===== src/sv/mte_pkg.sv =====
package mte_pkg;

	// Longest run one text byte can cause: a space and a six-symbol code.
	localparam int MaxSyms = 7;
	localparam int CntW = $clog2(MaxSyms + 1);
	localparam int FifoDepthDef = 2;

	typedef enum logic [1:0] {
		SYM_DOT   = 2'd0,
		SYM_DASH  = 2'd1,
		SYM_SPACE = 2'd2,
		SYM_SLASH = 2'd3
	} sym_t;

	// One Morse code: dashes is left justified, first symbol in bit 5, 1 = dash.
	typedef struct packed {
		logic       ok;
		logic [2:0] len;
		logic [5:0] dashes;
	} code_t;

	// Work handed from classifier to symbol sequencer; seq[0] goes out first.
	typedef struct packed {
		sym_t [MaxSyms-1:0] seq;
		logic [CntW-1:0]    cnt;
		logic               bad;
	} cmd_t;

	localparam logic [7:0] ChLowA = 8'h61;
	localparam logic [7:0] ChLowZ = 8'h7A;
	localparam logic [7:0] CaseOffset = 8'h20;

	function automatic logic is_space(input logic [7:0] c);
		is_space = (c >= 8'h09 && c <= 8'h0D) || c == 8'h20;
	endfunction

	function automatic code_t find_code(input logic [7:0] c_raw);
		logic [7:0] c;
		code_t r;
		c = (c_raw >= ChLowA && c_raw <= ChLowZ) ? c_raw - CaseOffset : c_raw;
		r = '{ok: 1'b1, len: 3'd0, dashes: 6'b000000};
		unique case (c)
			8'h41: r = '{1'b1, 3'd2, 6'b010000}; // A
			8'h42: r = '{1'b1, 3'd4, 6'b100000}; // B
			8'h43: r = '{1'b1, 3'd4, 6'b101000}; // C
			8'h44: r = '{1'b1, 3'd3, 6'b100000}; // D
			8'h45: r = '{1'b1, 3'd1, 6'b000000}; // E
			8'h46: r = '{1'b1, 3'd4, 6'b001000}; // F
			8'h47: r = '{1'b1, 3'd3, 6'b110000}; // G
			8'h48: r = '{1'b1, 3'd4, 6'b000000}; // H
			8'h49: r = '{1'b1, 3'd2, 6'b000000}; // I
			8'h4A: r = '{1'b1, 3'd4, 6'b011100}; // J
			8'h4B: r = '{1'b1, 3'd3, 6'b101000}; // K
			8'h4C: r = '{1'b1, 3'd4, 6'b010000}; // L
			8'h4D: r = '{1'b1, 3'd2, 6'b110000}; // M
			8'h4E: r = '{1'b1, 3'd2, 6'b100000}; // N
			8'h4F: r = '{1'b1, 3'd3, 6'b111000}; // O
			8'h50: r = '{1'b1, 3'd4, 6'b011000}; // P
			8'h51: r = '{1'b1, 3'd4, 6'b110100}; // Q
			8'h52: r = '{1'b1, 3'd3, 6'b010000}; // R
			8'h53: r = '{1'b1, 3'd3, 6'b000000}; // S
			8'h54: r = '{1'b1, 3'd1, 6'b100000}; // T
			8'h55: r = '{1'b1, 3'd3, 6'b001000}; // U
			8'h56: r = '{1'b1, 3'd4, 6'b000100}; // V
			8'h57: r = '{1'b1, 3'd3, 6'b011000}; // W
			8'h58: r = '{1'b1, 3'd4, 6'b100100}; // X
			8'h59: r = '{1'b1, 3'd4, 6'b101100}; // Y
			8'h5A: r = '{1'b1, 3'd4, 6'b110000}; // Z
			8'h30: r = '{1'b1, 3'd5, 6'b111110}; // 0
			8'h31: r = '{1'b1, 3'd5, 6'b011110}; // 1
			8'h32: r = '{1'b1, 3'd5, 6'b001110}; // 2
			8'h33: r = '{1'b1, 3'd5, 6'b000110}; // 3
			8'h34: r = '{1'b1, 3'd5, 6'b000010}; // 4
			8'h35: r = '{1'b1, 3'd5, 6'b000000}; // 5
			8'h36: r = '{1'b1, 3'd5, 6'b100000}; // 6
			8'h37: r = '{1'b1, 3'd5, 6'b110000}; // 7
			8'h38: r = '{1'b1, 3'd5, 6'b111000}; // 8
			8'h39: r = '{1'b1, 3'd5, 6'b111100}; // 9
			8'h2E: r = '{1'b1, 3'd6, 6'b010101}; // .
			8'h2C: r = '{1'b1, 3'd6, 6'b110011}; // ,
			8'h3F: r = '{1'b1, 3'd6, 6'b001100}; // ?
			8'h21: r = '{1'b1, 3'd6, 6'b101011}; // !
			8'h2D: r = '{1'b1, 3'd6, 6'b100001}; // -
			8'h3A: r = '{1'b1, 3'd6, 6'b111000}; // :
			8'h2F: r = '{1'b1, 3'd5, 6'b100100}; // /
			default: r = '{1'b0, 3'd0, 6'b000000};
		endcase
		return r;
	endfunction

endpackage


===== src/sv/mte_ifs.sv =====
interface mte_in_if;
	logic       valid;
	logic       ready;
	logic [7:0] char_code;
	logic       end_of_text;

	modport source (output valid, output char_code, output end_of_text, input ready);
	modport sink (input valid, input char_code, input end_of_text, output ready);
endinterface

interface mte_out_if;
	logic       valid;
	logic       ready;
	logic [1:0] symbol;
	logic       unsupported;
	logic       last_of_run;

	modport source (output valid, output symbol, output unsupported, output last_of_run,
		input ready);
	modport sink (input valid, input symbol, input unsupported, input last_of_run,
		output ready);
endinterface


===== src/sv/mte_front.sv =====
module mte_front (
	input  logic          clk,
	input  logic          arst_n,
	mte_in_if.sink        in_ch,
	output logic          push_valid,
	input  logic          push_ready,
	output mte_pkg::cmd_t push_cmd
);
	import mte_pkg::*;

	logic  at_start_q;
	logic  after_sep_q;
	logic  error_q;
	logic  accept;
	logic  ws;
	logic  pre;
	code_t code;
	sym_t [MaxSyms-1:0] pat;

	assign ws   = is_space(in_ch.char_code);
	assign code = find_code(in_ch.char_code);
	assign pre  = !at_start_q && !after_sep_q;

	assign in_ch.ready = push_ready;
	assign accept      = in_ch.valid && in_ch.ready;

	// Dot/dash slots of the looked-up code, first symbol in slot 0.
	always_comb begin
		for (int k = 0; k < 6; k++) begin
			pat[k] = code.dashes[5-k] ? SYM_DASH : SYM_DOT;
		end
		pat[MaxSyms-1] = SYM_DOT;
	end

	always_comb begin
		push_cmd.seq = '{default: SYM_DOT};
		push_cmd.cnt = '0;
		push_cmd.bad = 1'b0;
		push_valid   = 1'b0;
		if (!error_q) begin
			if (ws) begin
				push_valid      = in_ch.valid && pre;
				push_cmd.seq[0] = SYM_SPACE;
				push_cmd.seq[1] = SYM_SLASH;
				push_cmd.seq[2] = SYM_SPACE;
				push_cmd.cnt    = CntW'(3);
			end else if (!code.ok) begin
				push_valid   = in_ch.valid;
				push_cmd.bad = 1'b1;
				push_cmd.cnt = CntW'(1);
			end else begin
				push_valid   = in_ch.valid;
				push_cmd.cnt = CntW'(code.len) + CntW'(pre);
				if (pre) begin
					push_cmd.seq[0] = SYM_SPACE;
					for (int k = 1; k < MaxSyms; k++) begin
						push_cmd.seq[k] = pat[k-1];
					end
				end else begin
					push_cmd.seq = pat;
				end
			end
		end
	end

	always_ff @(posedge clk or negedge arst_n) begin
		if (!arst_n) begin
			at_start_q  <= 1'b1;
			after_sep_q <= 1'b0;
			error_q     <= 1'b0;
		end else if (accept) begin
			if (in_ch.end_of_text) begin
				at_start_q  <= 1'b1;
				after_sep_q <= 1'b0;
				error_q     <= 1'b0;
			end else if (!error_q) begin
				if (ws) begin
					if (pre) after_sep_q <= 1'b1;
				end else if (!code.ok) begin
					error_q <= 1'b1;
				end else begin
					at_start_q  <= 1'b0;
					after_sep_q <= 1'b0;
				end
			end
		end
	end

endmodule


===== src/sv/mte_cmd_fifo.sv =====
// DEPTH: power of two, at least 2.
module mte_cmd_fifo #(
	parameter int DEPTH = mte_pkg::FifoDepthDef
) (
	input  logic          clk,
	input  logic          arst_n,
	input  logic          push_valid,
	output logic          push_ready,
	input  mte_pkg::cmd_t push_cmd,
	output logic          pop_valid,
	input  logic          pop_ready,
	output mte_pkg::cmd_t pop_cmd
);
	import mte_pkg::*;

	localparam int PtrW = $clog2(DEPTH);
	localparam int CntFW = $clog2(DEPTH + 1);

	cmd_t            mem_q [DEPTH];
	logic [PtrW-1:0] wr_ptr_q;
	logic [PtrW-1:0] rd_ptr_q;
	logic [CntFW-1:0] count_q;
	logic            do_push;
	logic            do_pop;

	assign push_ready = count_q != CntFW'(DEPTH);
	assign pop_valid  = count_q != '0;
	assign pop_cmd    = mem_q[rd_ptr_q];
	assign do_push    = push_valid && push_ready;
	assign do_pop     = pop_valid && pop_ready;

	always_ff @(posedge clk) begin
		if (do_push) mem_q[wr_ptr_q] <= push_cmd;
	end

	always_ff @(posedge clk or negedge arst_n) begin
		if (!arst_n) begin
			wr_ptr_q <= '0;
			rd_ptr_q <= '0;
			count_q  <= '0;
		end else begin
			if (do_push) wr_ptr_q <= wr_ptr_q + PtrW'(1);
			if (do_pop) rd_ptr_q <= rd_ptr_q + PtrW'(1);
			case ({do_push, do_pop})
				2'b10:   count_q <= count_q + CntFW'(1);
				2'b01:   count_q <= count_q - CntFW'(1);
				default: count_q <= count_q;
			endcase
		end
	end

endmodule


===== src/sv/mte_back.sv =====
module mte_back (
	input  logic          clk,
	input  logic          arst_n,
	input  logic          pop_valid,
	output logic          pop_ready,
	input  mte_pkg::cmd_t pop_cmd,
	mte_out_if.source     out_ch
);
	import mte_pkg::*;

	logic               busy_q;
	sym_t [MaxSyms-1:0] seq_q;
	sym_t [MaxSyms-1:0] seq_shift;
	logic [CntW-1:0]    cnt_q;
	logic               bad_q;
	logic               out_valid_q;
	sym_t               symbol_q;
	logic               bad_out_q;
	logic               last_q;
	logic               advance;
	logic               final_sym;
	logic               load;

	assign advance   = !out_valid_q || out_ch.ready;
	assign final_sym = cnt_q == CntW'(1);
	assign pop_ready = !busy_q || (advance && final_sym);
	assign load      = pop_valid && pop_ready;

	always_comb begin
		for (int k = 0; k < MaxSyms - 1; k++) begin
			seq_shift[k] = seq_q[k+1];
		end
		seq_shift[MaxSyms-1] = SYM_DOT;
	end

	always_ff @(posedge clk or negedge arst_n) begin
		if (!arst_n) begin
			busy_q      <= 1'b0;
			cnt_q       <= '0;
			out_valid_q <= 1'b0;
		end else begin
			if (advance) out_valid_q <= busy_q;
			// a new run replaces the one whose last symbol goes out this cycle
			if (load) begin
				busy_q <= 1'b1;
				cnt_q  <= pop_cmd.cnt;
			end else if (advance && busy_q) begin
				cnt_q <= cnt_q - CntW'(1);
				if (final_sym) busy_q <= 1'b0;
			end
		end
	end

	always_ff @(posedge clk) begin
		if (advance && busy_q) begin
			symbol_q  <= seq_q[0];
			bad_out_q <= bad_q;
			last_q    <= final_sym;
		end
		if (load) begin
			seq_q <= pop_cmd.seq;
			bad_q <= pop_cmd.bad;
		end else if (advance && busy_q) begin
			seq_q <= seq_shift;
		end
	end

	assign out_ch.valid       = out_valid_q;
	assign out_ch.symbol      = symbol_q;
	assign out_ch.unsupported = bad_out_q;
	assign out_ch.last_of_run = last_q;

	a_busy_cnt: assert property (@(posedge clk) disable iff (!arst_n)
		busy_q |-> cnt_q != '0)
		else $error("sequencer busy with no symbols left");

	a_bad_single: assert property (@(posedge clk) disable iff (!arst_n)
		busy_q && bad_q |-> cnt_q == CntW'(1))
		else $error("unsupported run longer than one result");

	a_bad_last: assert property (@(posedge clk) disable iff (!arst_n)
		out_ch.valid && out_ch.unsupported |-> out_ch.last_of_run)
		else $error("unsupported result not marked last");

	a_load_idle: assert property (@(posedge clk) disable iff (!arst_n)
		load && busy_q |-> advance && final_sym)
		else $error("new run loaded over unfinished run");

endmodule


===== src/sv/morse_text_encoder_unit.sv =====
// Morse text encoder: one text byte in, a run of Morse symbols out.
// in_ch  (valid/ready): char_code, end_of_text. An item is taken on valid && ready.
// out_ch (valid/ready): symbol (0 dot, 1 dash, 2 space, 3 slash), unsupported,
//   last_of_run. One result per cycle while the receiver is ready.
// Each byte yields 0 to 7 results: whitespace gives " / " once after a code,
// a code gives an optional leading space plus up to six dots/dashes, a byte
// with no code gives one flagged dot and mutes output until end_of_text.
// The first result of an item passes classifier -> command queue -> sequencer
// run register -> symbol sequencer output register.
// The sequencer's single output register passes one symbol per cycle while the
// receiver is ready; an item yields as many results as its run holds (7 at most,
// none for a silent byte). Runs of consecutive items go out with no gap.
// The command queue (FIFO_DEPTH entries) lets the classifier keep taking items
// while the sequencer is busy or the receiver stalls; in_ch.ready drops only
// when the queue is full. A stalled result holds on out_ch.
// Reset: queue empty, no result pending, text state back to start of text.
module morse_text_encoder_unit #(
	parameter int FIFO_DEPTH = mte_pkg::FifoDepthDef
) (
	input  logic      clk,
	input  logic      arst_n,
	mte_in_if.sink    in_ch,
	mte_out_if.source out_ch
);
	import mte_pkg::*;

	// classifier -> queue
	logic push_valid;
	logic push_ready;
	cmd_t push_cmd;

	// queue -> sequencer
	logic pop_valid;
	logic pop_ready;
	cmd_t pop_cmd;

	mte_front u_front (
		.clk        (clk),
		.arst_n     (arst_n),
		.in_ch      (in_ch),
		.push_valid (push_valid),
		.push_ready (push_ready),
		.push_cmd   (push_cmd)
	);

	mte_cmd_fifo #(
		.DEPTH (FIFO_DEPTH)
	) u_fifo (
		.clk        (clk),
		.arst_n     (arst_n),
		.push_valid (push_valid),
		.push_ready (push_ready),
		.push_cmd   (push_cmd),
		.pop_valid  (pop_valid),
		.pop_ready  (pop_ready),
		.pop_cmd    (pop_cmd)
	);

	mte_back u_back (
		.clk       (clk),
		.arst_n    (arst_n),
		.pop_valid (pop_valid),
		.pop_ready (pop_ready),
		.pop_cmd   (pop_cmd),
		.out_ch    (out_ch)
	);

endmodule


===== src/flat_wrapper.sv =====
// flat-port wrapper written by rule: the top's interface ports become plain ports
module morse_text_encoder_unit_flat import mte_pkg::*;
#(
	parameter int FIFO_DEPTH = mte_pkg::FifoDepthDef
)
  (clk, arst_n, in_ch_valid, in_ch_char_code, in_ch_end_of_text, in_ch_ready, out_ch_valid, out_ch_symbol, out_ch_unsupported, out_ch_last_of_run, out_ch_ready);
  mte_in_if in_ch_i ();
  mte_out_if out_ch_i ();
  input  logic clk;
  input  logic arst_n;
  input wire logic [$bits(in_ch_i.valid)-1:0] in_ch_valid;
  input wire logic [$bits(in_ch_i.char_code)-1:0] in_ch_char_code;
  input wire logic [$bits(in_ch_i.end_of_text)-1:0] in_ch_end_of_text;
  output wire logic [$bits(in_ch_i.ready)-1:0] in_ch_ready;
  output wire logic [$bits(out_ch_i.valid)-1:0] out_ch_valid;
  output wire logic [$bits(out_ch_i.symbol)-1:0] out_ch_symbol;
  output wire logic [$bits(out_ch_i.unsupported)-1:0] out_ch_unsupported;
  output wire logic [$bits(out_ch_i.last_of_run)-1:0] out_ch_last_of_run;
  input wire logic [$bits(out_ch_i.ready)-1:0] out_ch_ready;
  assign in_ch_i.valid = in_ch_valid;
  assign in_ch_i.char_code = in_ch_char_code;
  assign in_ch_i.end_of_text = in_ch_end_of_text;
  assign in_ch_ready = in_ch_i.ready;
  assign out_ch_valid = out_ch_i.valid;
  assign out_ch_symbol = out_ch_i.symbol;
  assign out_ch_unsupported = out_ch_i.unsupported;
  assign out_ch_last_of_run = out_ch_i.last_of_run;
  assign out_ch_i.ready = out_ch_ready;
  morse_text_encoder_unit #(.FIFO_DEPTH(FIFO_DEPTH)) u_core (.clk(clk), .arst_n(arst_n), .in_ch(in_ch_i), .out_ch(out_ch_i));
endmodule

===== config.mk =====
export PLATFORM = sky130hd
export DESIGN_NAME = morse_text_encoder_unit_flat
export DESIGN_NICKNAME = d
export VERILOG_FILES = /design/src/sv/mte_pkg.sv /design/src/sv/mte_ifs.sv /design/src/sv/mte_front.sv /design/src/sv/mte_cmd_fifo.sv /design/src/sv/mte_back.sv /design/src/sv/morse_text_encoder_unit.sv /design/src/flat_wrapper.sv
export SDC_FILE = /design/constraint.sdc
export NUM_CORES = 1
export LEC_CHECK = 0
export ABC_AREA = 1
export BUFFER_PORTS_ARGS = -buffer_cell sky130_fd_sc_hd__clkbuf_2
export CAP_MARGIN = 25
export CELL_PAD_IN_SITES_DETAIL_PLACEMENT = 1
export CELL_PAD_IN_SITES_GLOBAL_PLACEMENT = 2
export CORE_MARGIN = 2
export CORE_UTILIZATION = 37
export DETAILED_ROUTE_END_ITERATION = 8
export GPL_ROUTABILITY_DRIVEN = 0
export GPL_TIMING_DRIVEN = 0
export PLACE_DENSITY = 0.76
export SLEW_MARGIN = 0
export SYNTH_ARGS = -nofsm -noshare
export SYNTH_HDL_FRONTEND = slang
export SYNTH_SLANG_ARGS = --single-unit

===== constraint.sdc =====
create_clock -name clk -period 2.6 [get_ports clk]
set_input_delay 0.52 -clock clk [delete_from_list [all_inputs] [get_ports clk]]
set_output_delay 0.52 -clock clk [all_outputs]
set_load 0.02 [all_outputs]

# Yosys cells after proc, flatten, opt, wreduce, memory -nomap -nowiden
# Memory sizes are Yosys's and may differ from the RTL's.
# Index checks and enable logic that the tools add are counted.
# Widths: inputs -> output; s select.
dict set report word_totals {
  ff_bits 31
  mem_bits_rw 36
  mem_bits_ro 1280
  inputBits 13
  elab_cells 104
  memories 2
}
# memory words word_bits read_ports rd_clocked_by_memory_dff wr line_no
set mem_list {}
lappend mem_list {{(name not given)} 128 10 1 0 0 mte_pkg.sv:42} ;# unique case (c)
lappend mem_list {u_core.u_fifo.mem_q 2 18 1 0 1 mte_cmd_fifo.sv:19} ;# cmd_t mem_q [DEPTH];
dict set report classes {
  n_addsub 7
  order_cmp 4
  eq_ne 8
  muxes 38
  n_reduce_logical 25
}
# cell n
set ops {}
lappend ops {{$mux 14} 2}
lappend ops {{$mux 13} 2}
lappend ops {{$mux 1} 25}
lappend ops {{$mux 18} 1}
lappend ops {{$mux 8} 2}
lappend ops {{$mux 10} 1}
lappend ops {{$reduce_bool 2->1} 5}
lappend ops {{$logic_and 1x1->1} 9}
lappend ops {{$mux 3} 3}
lappend ops {{$mux 9} 1}
lappend ops {{$eq 8x6->1 const B} 1}
lappend ops {{$ge 8x4->1 const B} 1}
lappend ops {{$ge 8x7->1 const B} 1}
lappend ops {{$le 8x4->1 const B} 1}
lappend ops {{$le 8x7->1 const B} 1}
lappend ops {{$reduce_and 4->1} 2}
lappend ops {{$sub 8x6->8 const B} 1}
lappend ops {{$ne 2x2->1 const B} 3}
lappend ops {{$logic_not 1->1} 4}
lappend ops {{$pmux 2 s2} 1}
lappend ops {{$add 3x1->3} 1}
lappend ops {{$eq 3x1->1 const B} 1}
lappend ops {{$logic_or 1x1->1} 3}
lappend ops {{$ne 3x2->1 const B} 1}
lappend ops {{8 further kinds} 9}

# Logic depth before layout (Yosys ltp)
# Gate-level depths: netlist of the first run.
# An unclocked memory read counts as a cell.
dict set report depth {
  ltp_word 10
  mapped_depth 18
  ltp_nobuf 18
}

# Modules after synthesis
# A second synthesis of the first run with hierarchy kept.
dict set report unflattened {
  cells_unflattened 485
  hier_area_um2 4027.6
}
# module n_inst cells_each area_per_inst_um2 seq_area_each_um2
set by_module_without_submodules {}
lappend by_module_without_submodules {mte_cmd_fifo 1 123 1560.2 1181.1}
lappend by_module_without_submodules {mte_front 1 258 1385.1 76.3}
lappend by_module_without_submodules {mte_back 1 104 1082.3 695.7}

# Least setup slack after synthesis of the first run
# No wires, ideal clock.
dict set report synth_path {
  path_type {input -> register}
  start {input in_ch_char_code[0]}
  end {memory u_core.u_fifo.mem_q[0][1] (netlist bit) (data pin)}
  setup_ns 0.258
  t_arrival_ns 2.424
  t_required_ns 2.342
  slack_ns -0.083
  stages 16
  path_buffers 0
  path_cell_list {inv_1 -> ha_1 -> nand2_2 -> nor2_2 -> nand2_1 -> nand3_2 -> nand2_2 -> nand2_4 -> inv_1 -> nor2_1 -> nand2_1 -> a21oi_1 -> ha_1 -> or2_2 -> o21ai_0 -> inv_1}
}
# element line_no
set synth_lines {}
lappend synth_lines {{from (decl)} flat_wrapper.sv:12} ;# input wire logic [$bits(in_ch_i.char_code)-1:0] in_ch_char_code;
lappend synth_lines {{to (decl)} mte_cmd_fifo.sv:19}

==> results of run 1 <==
==> worst max-delay path by stage <==
| stage | start | to | slack [ns] | cells after the start |
|---|---|---|---|---|
| after floorplan | in_ch_char_code[0] | u_core.u_fifo.mem_q[0][1] | 0.01 | 15 |
| after global placement | in_ch_char_code[1] | u_core.u_fifo.mem_q[0][1] | -0.63 | 16 |
| after detailed placement | in_ch_char_code[1] | u_core.u_fifo.mem_q[0][1] | -0.65 | 16 |
| after CTS | in_ch_char_code[0] | u_core.u_fifo.mem_q[0][16] | -0.14 | 8 |
| after global routing | in_ch_char_code[0] | u_core.u_fifo.mem_q[1][1] | 0.02 | 16 |
| final | in_ch_char_code[0] | u_core.u_fifo.mem_q[0][1] | 0.15 | 16 |
==> report_power, final <==
group	switching (mW)	total (mW)	internal, mW
Combinational	0.787	1.18	0.395
Clock	0.260	0.450	0.190
Sequential	0.111	1.38	1.26
Total	1.16	3.01	1.85
==> layout make-up <==
| class | instances | area, um2 |
|---|---|---|
| Buffer | 8 | 41.3 |
| Clock buffer | 6 | 72.6 |
| Clock inverter | 2 | 15.0 |
| Fill cell | 1084 | 4860 |
| Inverter | 50 | 205 |
| Multi-Input combinational cell | 293 | 1630 |
| Sequential cell | 53 | 1530 |
| Tap cell | 108 | 135 |
| Timing Repair Buffer | 28 | 183 |
==> repair_timing <==
item / CTS / global route
cloned: 0 / 0
setup endpoints to repair: 33 / 3
gates resized for setup: 15 / 16
pin swaps: 4 / 9
setup buffers: 3 / 6
hold buffers: 0 / 0
==> sequential cells by signal, indices dropped and copies added (netlist names) <==
register	cells
u_core.u_front.error_q	1
u_core.u_back.seq_q	10
u_core.u_back.cnt_q	3
u_core.u_front.after_sep_q	1
u_core.u_back.out_ch.symbol	2
u_core.u_fifo.mem_q	26
u_core.u_back.out_ch.unsupported	1
u_core.u_fifo.rd_ptr_q	1
u_core.u_back.out_ch.valid	1
u_core.u_fifo.count_q	2
u_core.u_back.bad_q	1
u_core.u_back.busy_q	1
u_core.u_fifo.wr_ptr_q	1
u_core.u_back.out_ch.last_of_run	1
u_core.u_front.at_start_q	1
==> layout by cell type, fill, tap and decap left out, types with 9 or more instances in the layout <==
master,netlist,final
sky130_fd_sc_hd__buf_4,2,13
sky130_fd_sc_hd__nand2_1,114,111
sky130_fd_sc_hd__a21oi_1,13,12
sky130_fd_sc_hd__inv_1,43,39
sky130_fd_sc_hd__edfxtp_1,41,41
sky130_fd_sc_hd__clkbuf_2,0,15
sky130_fd_sc_hd__nor2_1,44,43
sky130_fd_sc_hd__dfrtp_1,11,11
sky130_fd_sc_hd__ha_1,13,10
sky130_fd_sc_hd__a31oi_1,9,9
sky130_fd_sc_hd__o21ai_0,23,21
sky130_fd_sc_hd__nand3_1,27,26
==> logic make-up (layout without fill, tap and decap cells) <==
family                   after synthesis  count (layout)  share of synthesized area
buffers and inverters                 58              94                     0.0712
flip-flops                            53              53                      0.466
adder cells (fa/ha/maj)               13              13                     0.0495
XOR/XNOR                               5               5                     0.0133
AND/OR/NAND/NOR                      215             215                      0.294
AO/OA/AOI/OAI                         59              59                      0.103
multiplexers                           1               1                    0.00305
==> metrics by stage <==
step | std cells | utilization | setup TNS, ns | hold WS (ns) | power [mW]
floorplan | 404 | - | 0 | 0.224 | 2.20
global placement | 529 | 0.408 | -18.84 | 0.403 | 2.49
detailed placement | 529 | 0.408 | -18.66 | 0.420 | 2.54
CTS | 540 | 0.426 | -3.45 | 0.0991 | 3.01
global route | 548 | 0.440 | 0 | 0.0957 | 3.27
finish | 548 | 0.440 | 0 | 0.0928 | 3.01
==> metal layers <==
| layer | track usage | share of wire |
|---|---|---|
| met1 | 0.192 | 0.41 |
| met5 | 0 | 0 |
| met3 | 0.0186 | 0.016 |
| met2 | 0.346 | 0.55 |
| met4 | 0.0653 | 0.027 |
==> results.json, run 1 <==
{
  "status": "complete, no violations",
  "worst_setup_slack_post_dpl_ns": -0.648,
  "stdcell_area_um2": 3820,
  "power_leakage_nw": 1.70,
  "post_synth_instance_area_um2": 3290,
  "ir_worst_vdd_mv": 0.279,
  "critical_path.max_stage_delay_ns": 0.25,
  "finalWirelength_mm": 8.25,
  "synth-edff-count": 41,
  "clock-sinks": 53,
  "dominantRegCellSynth": "sky130_fd_sc_hd__edfxtp_1",
  "ant_nets": 0,
  "cts_tree": "yes",
  "post-dp-hpwl_mm": 6.60,
  "grt_setup_unrepaired": "false",
  "io-pin-count": 19,
  "synthesis.instances": 404,
  "max_slew_margin": 0.494,
  "crit_buf_inv": 4,
  "grt_max_degree": 17,
  "grt_antenna_before_repair": 0,
  "core_region_area_um2": 8680,
  "viasPerCell": 4.96,
  "slack_of_the_worst_reg_to_reg_path_ns": 0.29,
  "start_util": 0.379,
  "num-nets-final": 465,
  "netlist.area_leader.share": 0.375,
  "grt_first_pass_wirelength_mm": 13.9,
  "synth-async-reset-ratio": 0.226,
  "critical_path.top_delay_family": "simple AND/OR/NAND/NOR gates",
  "n_antenna_cell": 0,
  "grt_pass1_vias": 2879,
  "r2r_cells": 13,
  "synth-seq-area-share": 0.466,
  "timing.critical_path.cells": "buf_6 > clkinvlp_4 > ha_4 > nand3_4 > nor2_2 > nor2_4 > nand2_4 > nand2_4 > inv_4 > nor2_4 > nand2_2 > a21oi_2 > ha_1 > or2_4 > o21ai_2 > inv_1",
  "placedInstanceArea_um2": 3540,
  "synth_nets": 430,
  "crit_path_top_delay_cell": "sky130_fd_sc_hd__or2_4",
  "layout-drive-gt1-share": 0.205,
  "post-route-min-period_ns": 2.45,
  "worst_skew_pair.late_latency_ns": 0.30,
  "hold_vio_cnt_final": 0,
  "detailedRoute.firstPassIterationCount": 4,
  "worst_slew_pin_slew_ns": 0.756,
  "ws_path_type": "in -> reg",
  "timing.critical_path.to_type": "register",
  "drcViolationCount": 0,
  "fp.dieH_um": 98.2,
  "r2r_end": "u_core.u_fifo.count_q[1]",
  "timing.critical_path.fanout_max": 6,
  "final.setup.worst_slack_ns": 0.152,
  "wl_per_cell_um": 15.1,
  "critical_register_to_register_path_startpoint": "u_core.u_back.cnt_q[1]",
  "port-buffer-count": 17,
  "hold_class": "in -> async",
  "synth_area_leaders": "sky130_fd_sc_hd__edfxtp_1 37%, sky130_fd_sc_hd__nand2_1 13%, sky130_fd_sc_hd__dfrtp_1 8.4%, sky130_fd_sc_hd__nor2_1 5.0%, sky130_fd_sc_hd__ha_1 5.0%",
  "worstPathRequired_ns": 2.66,
  "synth_largest_area_cell": "sky130_fd_sc_hd__edfxtp_1",
  "critPathLaunchType": "input port",
  "groute.usage.overall": 0.176,
  "root_buffer": "sky130_fd_sc_hd__clkbuf_8",
  "clkSlewWorstSetupHoldPaths_ns": 0.10,
  "finalCritPeriodShare": 0.942,
  "die-area_um2": 9650,
  "power.density_nw_per_um2": 788,
  "clock_skew_ns": 0.0103,
  "synth.top_cells.by_count": "114 x sky130_fd_sc_hd__nand2_1, 44 x sky130_fd_sc_hd__nor2_1, 43 x sky130_fd_sc_hd__inv_1, 41 x sky130_fd_sc_hd__edfxtp_1, 27 x sky130_fd_sc_hd__nand3_1",
  "h_tree_lvls": 2,
  "worst_ep_arrival_time_ns": 2.51,
  "die_x_um": 98.2,
  "grt_overflow_total": 0,
  "maxCapViolCount": 0,
  "netlist-cell-type-count": 39,
  "numCtsBuffers": 5,
  "syn-mean-instance-area_um2": 8.13,
  "yosysWarnings": 0,
  "setup_viol": 0,
  "area_growth_syn_to_layout_pct": 16.2,
  "vias": 2716,
  "clk_path_buf_depth": 2,
  "slew_viol_final": 0,
  "max_clock_freq_ghz": 0.409,
  "post-synth-top-count-cell": "sky130_fd_sc_hd__nand2_1",
  "placementRows": 34,
  "drt_iter0_markers": 59,
  "synth-seq-cells": 53
}
Note: power is estimated with default switching activity, not from simulation.
==> run 2, diff against run 1 <==
BUFFER_PORTS_ARGS = -buffer_cell sky130_fd_sc_hd__buf_4   (was -buffer_cell sky130_fd_sc_hd__clkbuf_2)
HOLD_SLACK_MARGIN = 0.12   (was default)
==> run 2 against run 1 <==
Clock skew shrank 0.0011 ns; routed wire length shrank 3.4%; combinational power is essentially flat; critical path depth is the same; global-route usage shrank 0.19 points; largest cell class unchanged.
==> results.json, run 2 (same netlist as run 1, synthesis figures left out) <==
{
  "max_clock_freq_ghz": 0.413,
  "clkSlewWorstSetupHoldPaths_ns": 0.09,
  "clk_path_buf_depth": 2,
  "critPathLaunchType": "input port",
  "worst_slew_pin_slew_ns": 0.803,
  "hold_end": "u_core.u_back.out_ch.unsupported",
  "timing.critical_path.to_type": "register",
  "hold_vio_cnt_final": 0,
  "worst_hold_startpoint": "u_core.u_back.bad_q",
  "critical_register_to_register_path_startpoint": "u_core.u_back.cnt_q[0]",
  "area_growth_syn_to_layout_pct": 17.5,
  "port-buffer-count": 17,
  "wl_per_cell_um": 14.6,
  "core_region_area_um2": 8680,
  "worstPathRequired_ns": 2.67,
  "grt_first_pass_wirelength_mm": 13.5,
  "post-route-min-period_ns": 2.42,
  "grt_setup_unrepaired": "false",
  "drt_iter0_markers": 56,
  "numCtsBuffers": 5,
  "max_slew_margin": 0.462,
  "finish.utilization": 0.445,
  "grt_overflow_total": 0,
  "largestRegisters": "u_core.u_fifo.mem_q (26), u_core.u_back.seq_q (10), u_core.u_back.cnt_q (3)",
  "power.density_nw_per_um2": 805,
  "cts_tree": "yes",
  "die_x_um": 98.2,
  "layout-drive-gt1-share": 0.201,
  "ant_nets": 0,
  "worst_ep_arrival_time_ns": 2.49,
  "viasPerCell": 4.86,
  "slew_viol_final": 0,
  "worstHoldPathCells": 0,
  "start_util": 0.379,
  "clock_skew_ns": 0.00917,
  "critical_path.startpoint": "in_ch_char_code[0]",
  "timing.critical_path.cells": "buf_6 > clkinvlp_4 > ha_4 > nand3_4 > nor2_4 > nor2_4 > nand2_4 > nand2_4 > inv_2 > nor2_2 > nand2_1 > a21oi_2 > ha_1 > or2_4 > o21ai_2 > inv_1",
  "top_register": "u_core.u_fifo.mem_q",
  "grt_max_degree": 18,
  "final_common_cell": "sky130_fd_sc_hd__nand2_1",
  "r2r_cells": 11,
  "ir_worst_vdd_mv": 0.248,
  "maxCapViolCount": 0,
  "detailedRoute.firstPassIterationCount": 4,
  "slack_of_the_worst_reg_to_reg_path_ns": 0.35,
  "h_tree_lvls": 2,
  "root_buffer": "sky130_fd_sc_hd__clkbuf_8",
  "n_antenna_cell": 0,
  "r2r_end": "u_core.u_fifo.count_q[1]",
  "drcViolationCount": 0,
  "finalCritPeriodShare": 0.932,
  "placementRows": 34,
  "ws_path_type": "in -> reg",
  "clock-sinks": 53,
  "hold_class": "reg -> reg",
  "crit_path_top_delay_cell": "sky130_fd_sc_hd__or2_4",
  "setup_viol": 0,
  "mostFrequentLayoutCells": "111 x sky130_fd_sc_hd__nand2_1, 41 x sky130_fd_sc_hd__nor2_1, 41 x sky130_fd_sc_hd__edfxtp_1",
  "num-nets-final": 462,
  "power_leakage_nw": 1.71,
  "vias": 2647,
  "die-area_um2": 9650,
  "grt_antenna_before_repair": 0,
  "fp.dieH_um": 98.2,
  "final.fill_count": 1083,
  "groute.usage.overall": 0.174,
  "status": "complete, no violations",
  "timing.critical_path.fanout_max": 6,
  "flip_flop_count_of_the_largest_register_after_layout": 26,
  "worst_skew_pair.late_latency_ns": 0.31,
  "finalWirelength_mm": 7.98,
  "critical_path.max_stage_delay_ns": 0.25,
  "io-pin-count": 19,
  "setup-tns-final_ns": 0,
  "post-dp-hpwl_mm": 6.46,
  "grt_pass1_vias": 2751
}
## run 2: report_power, final
part           internal (mW)  switching [mW]
clock network          0.291           0.258
logic                  0.403           0.782
registers               1.27           0.110
## run 2: through the flow
step	area (um2)	instances	power (mW)	worst slack, ns	hold WS, ns
after floorplan	3320	404	2.20	0.0128	0.224
after global placement	3580	529	2.51	-0.594	0.375
after detailed placement	3580	529	2.55	-0.553	0.377
after CTS	3760	542	3.13	0.0203	0.430
after global routing	3860	545	3.37	0.0280	0.439
final	3860	545	3.11	0.178	0.425
## run 2: critical path: cells and delay by family
family / cells / cell delay (ns)
and+or+nand+nor: 8 / 0.89
adders and majority gates: 2 / 0.46
buffers and inverters: 4 / 0.36
AOI/OAI and AO/OA: 2 / 0.24
## run 2: final cells by class
class	count	area, um2	share of cell area
Buffer	7	36.3	0.00940
Clock buffer	6	72.6	0.0188
Clock inverter	2	38.8	0.0100
Inverter	50	203	0.0525
Multi-Input combinational cell	293	1640	0.425
Sequential cell	53	1530	0.397
Tap cell	108	135	0.0350
Timing Repair Buffer	26	201	0.0522
## run 2: worst max path at each step
stage	endpoint	slack, ns	cells past startpoint
CTS	u_core.u_fifo.mem_q[0][1]	0.02	16
global route	u_core.u_fifo.mem_q[1][1]	0.03	16
detailed placement	u_core.u_fifo.mem_q[0][1]	-0.55	17
finish	u_core.u_fifo.mem_q[0][1]	0.18	16
global placement	u_core.u_fifo.mem_q[0][1]	-0.59	17
floorplan	u_core.u_fifo.mem_q[0][1]	0.01	15
## run 2: timing repair
| item | 4_1_cts | 5_1_grt |
|---|---|---|
| pin swaps | 3 | 6 |
| setup endpoints to repair | 31 | 7 |
| gates resized for setup | 10 | 18 |
| hold buffers | 1 | 0 |
| setup buffers | 4 | 4 |
| hold endpoints to repair | 11 | 0 |
## run 2: per-layer routing
metal	wire (um)	global-route usage	up-vias
met4	177	0.0580	0
met1	3290	0.189	1218
met3	110	0.0200	10
li1	-	-	1395
met2	4400	0.345	24
met5	0	0	-
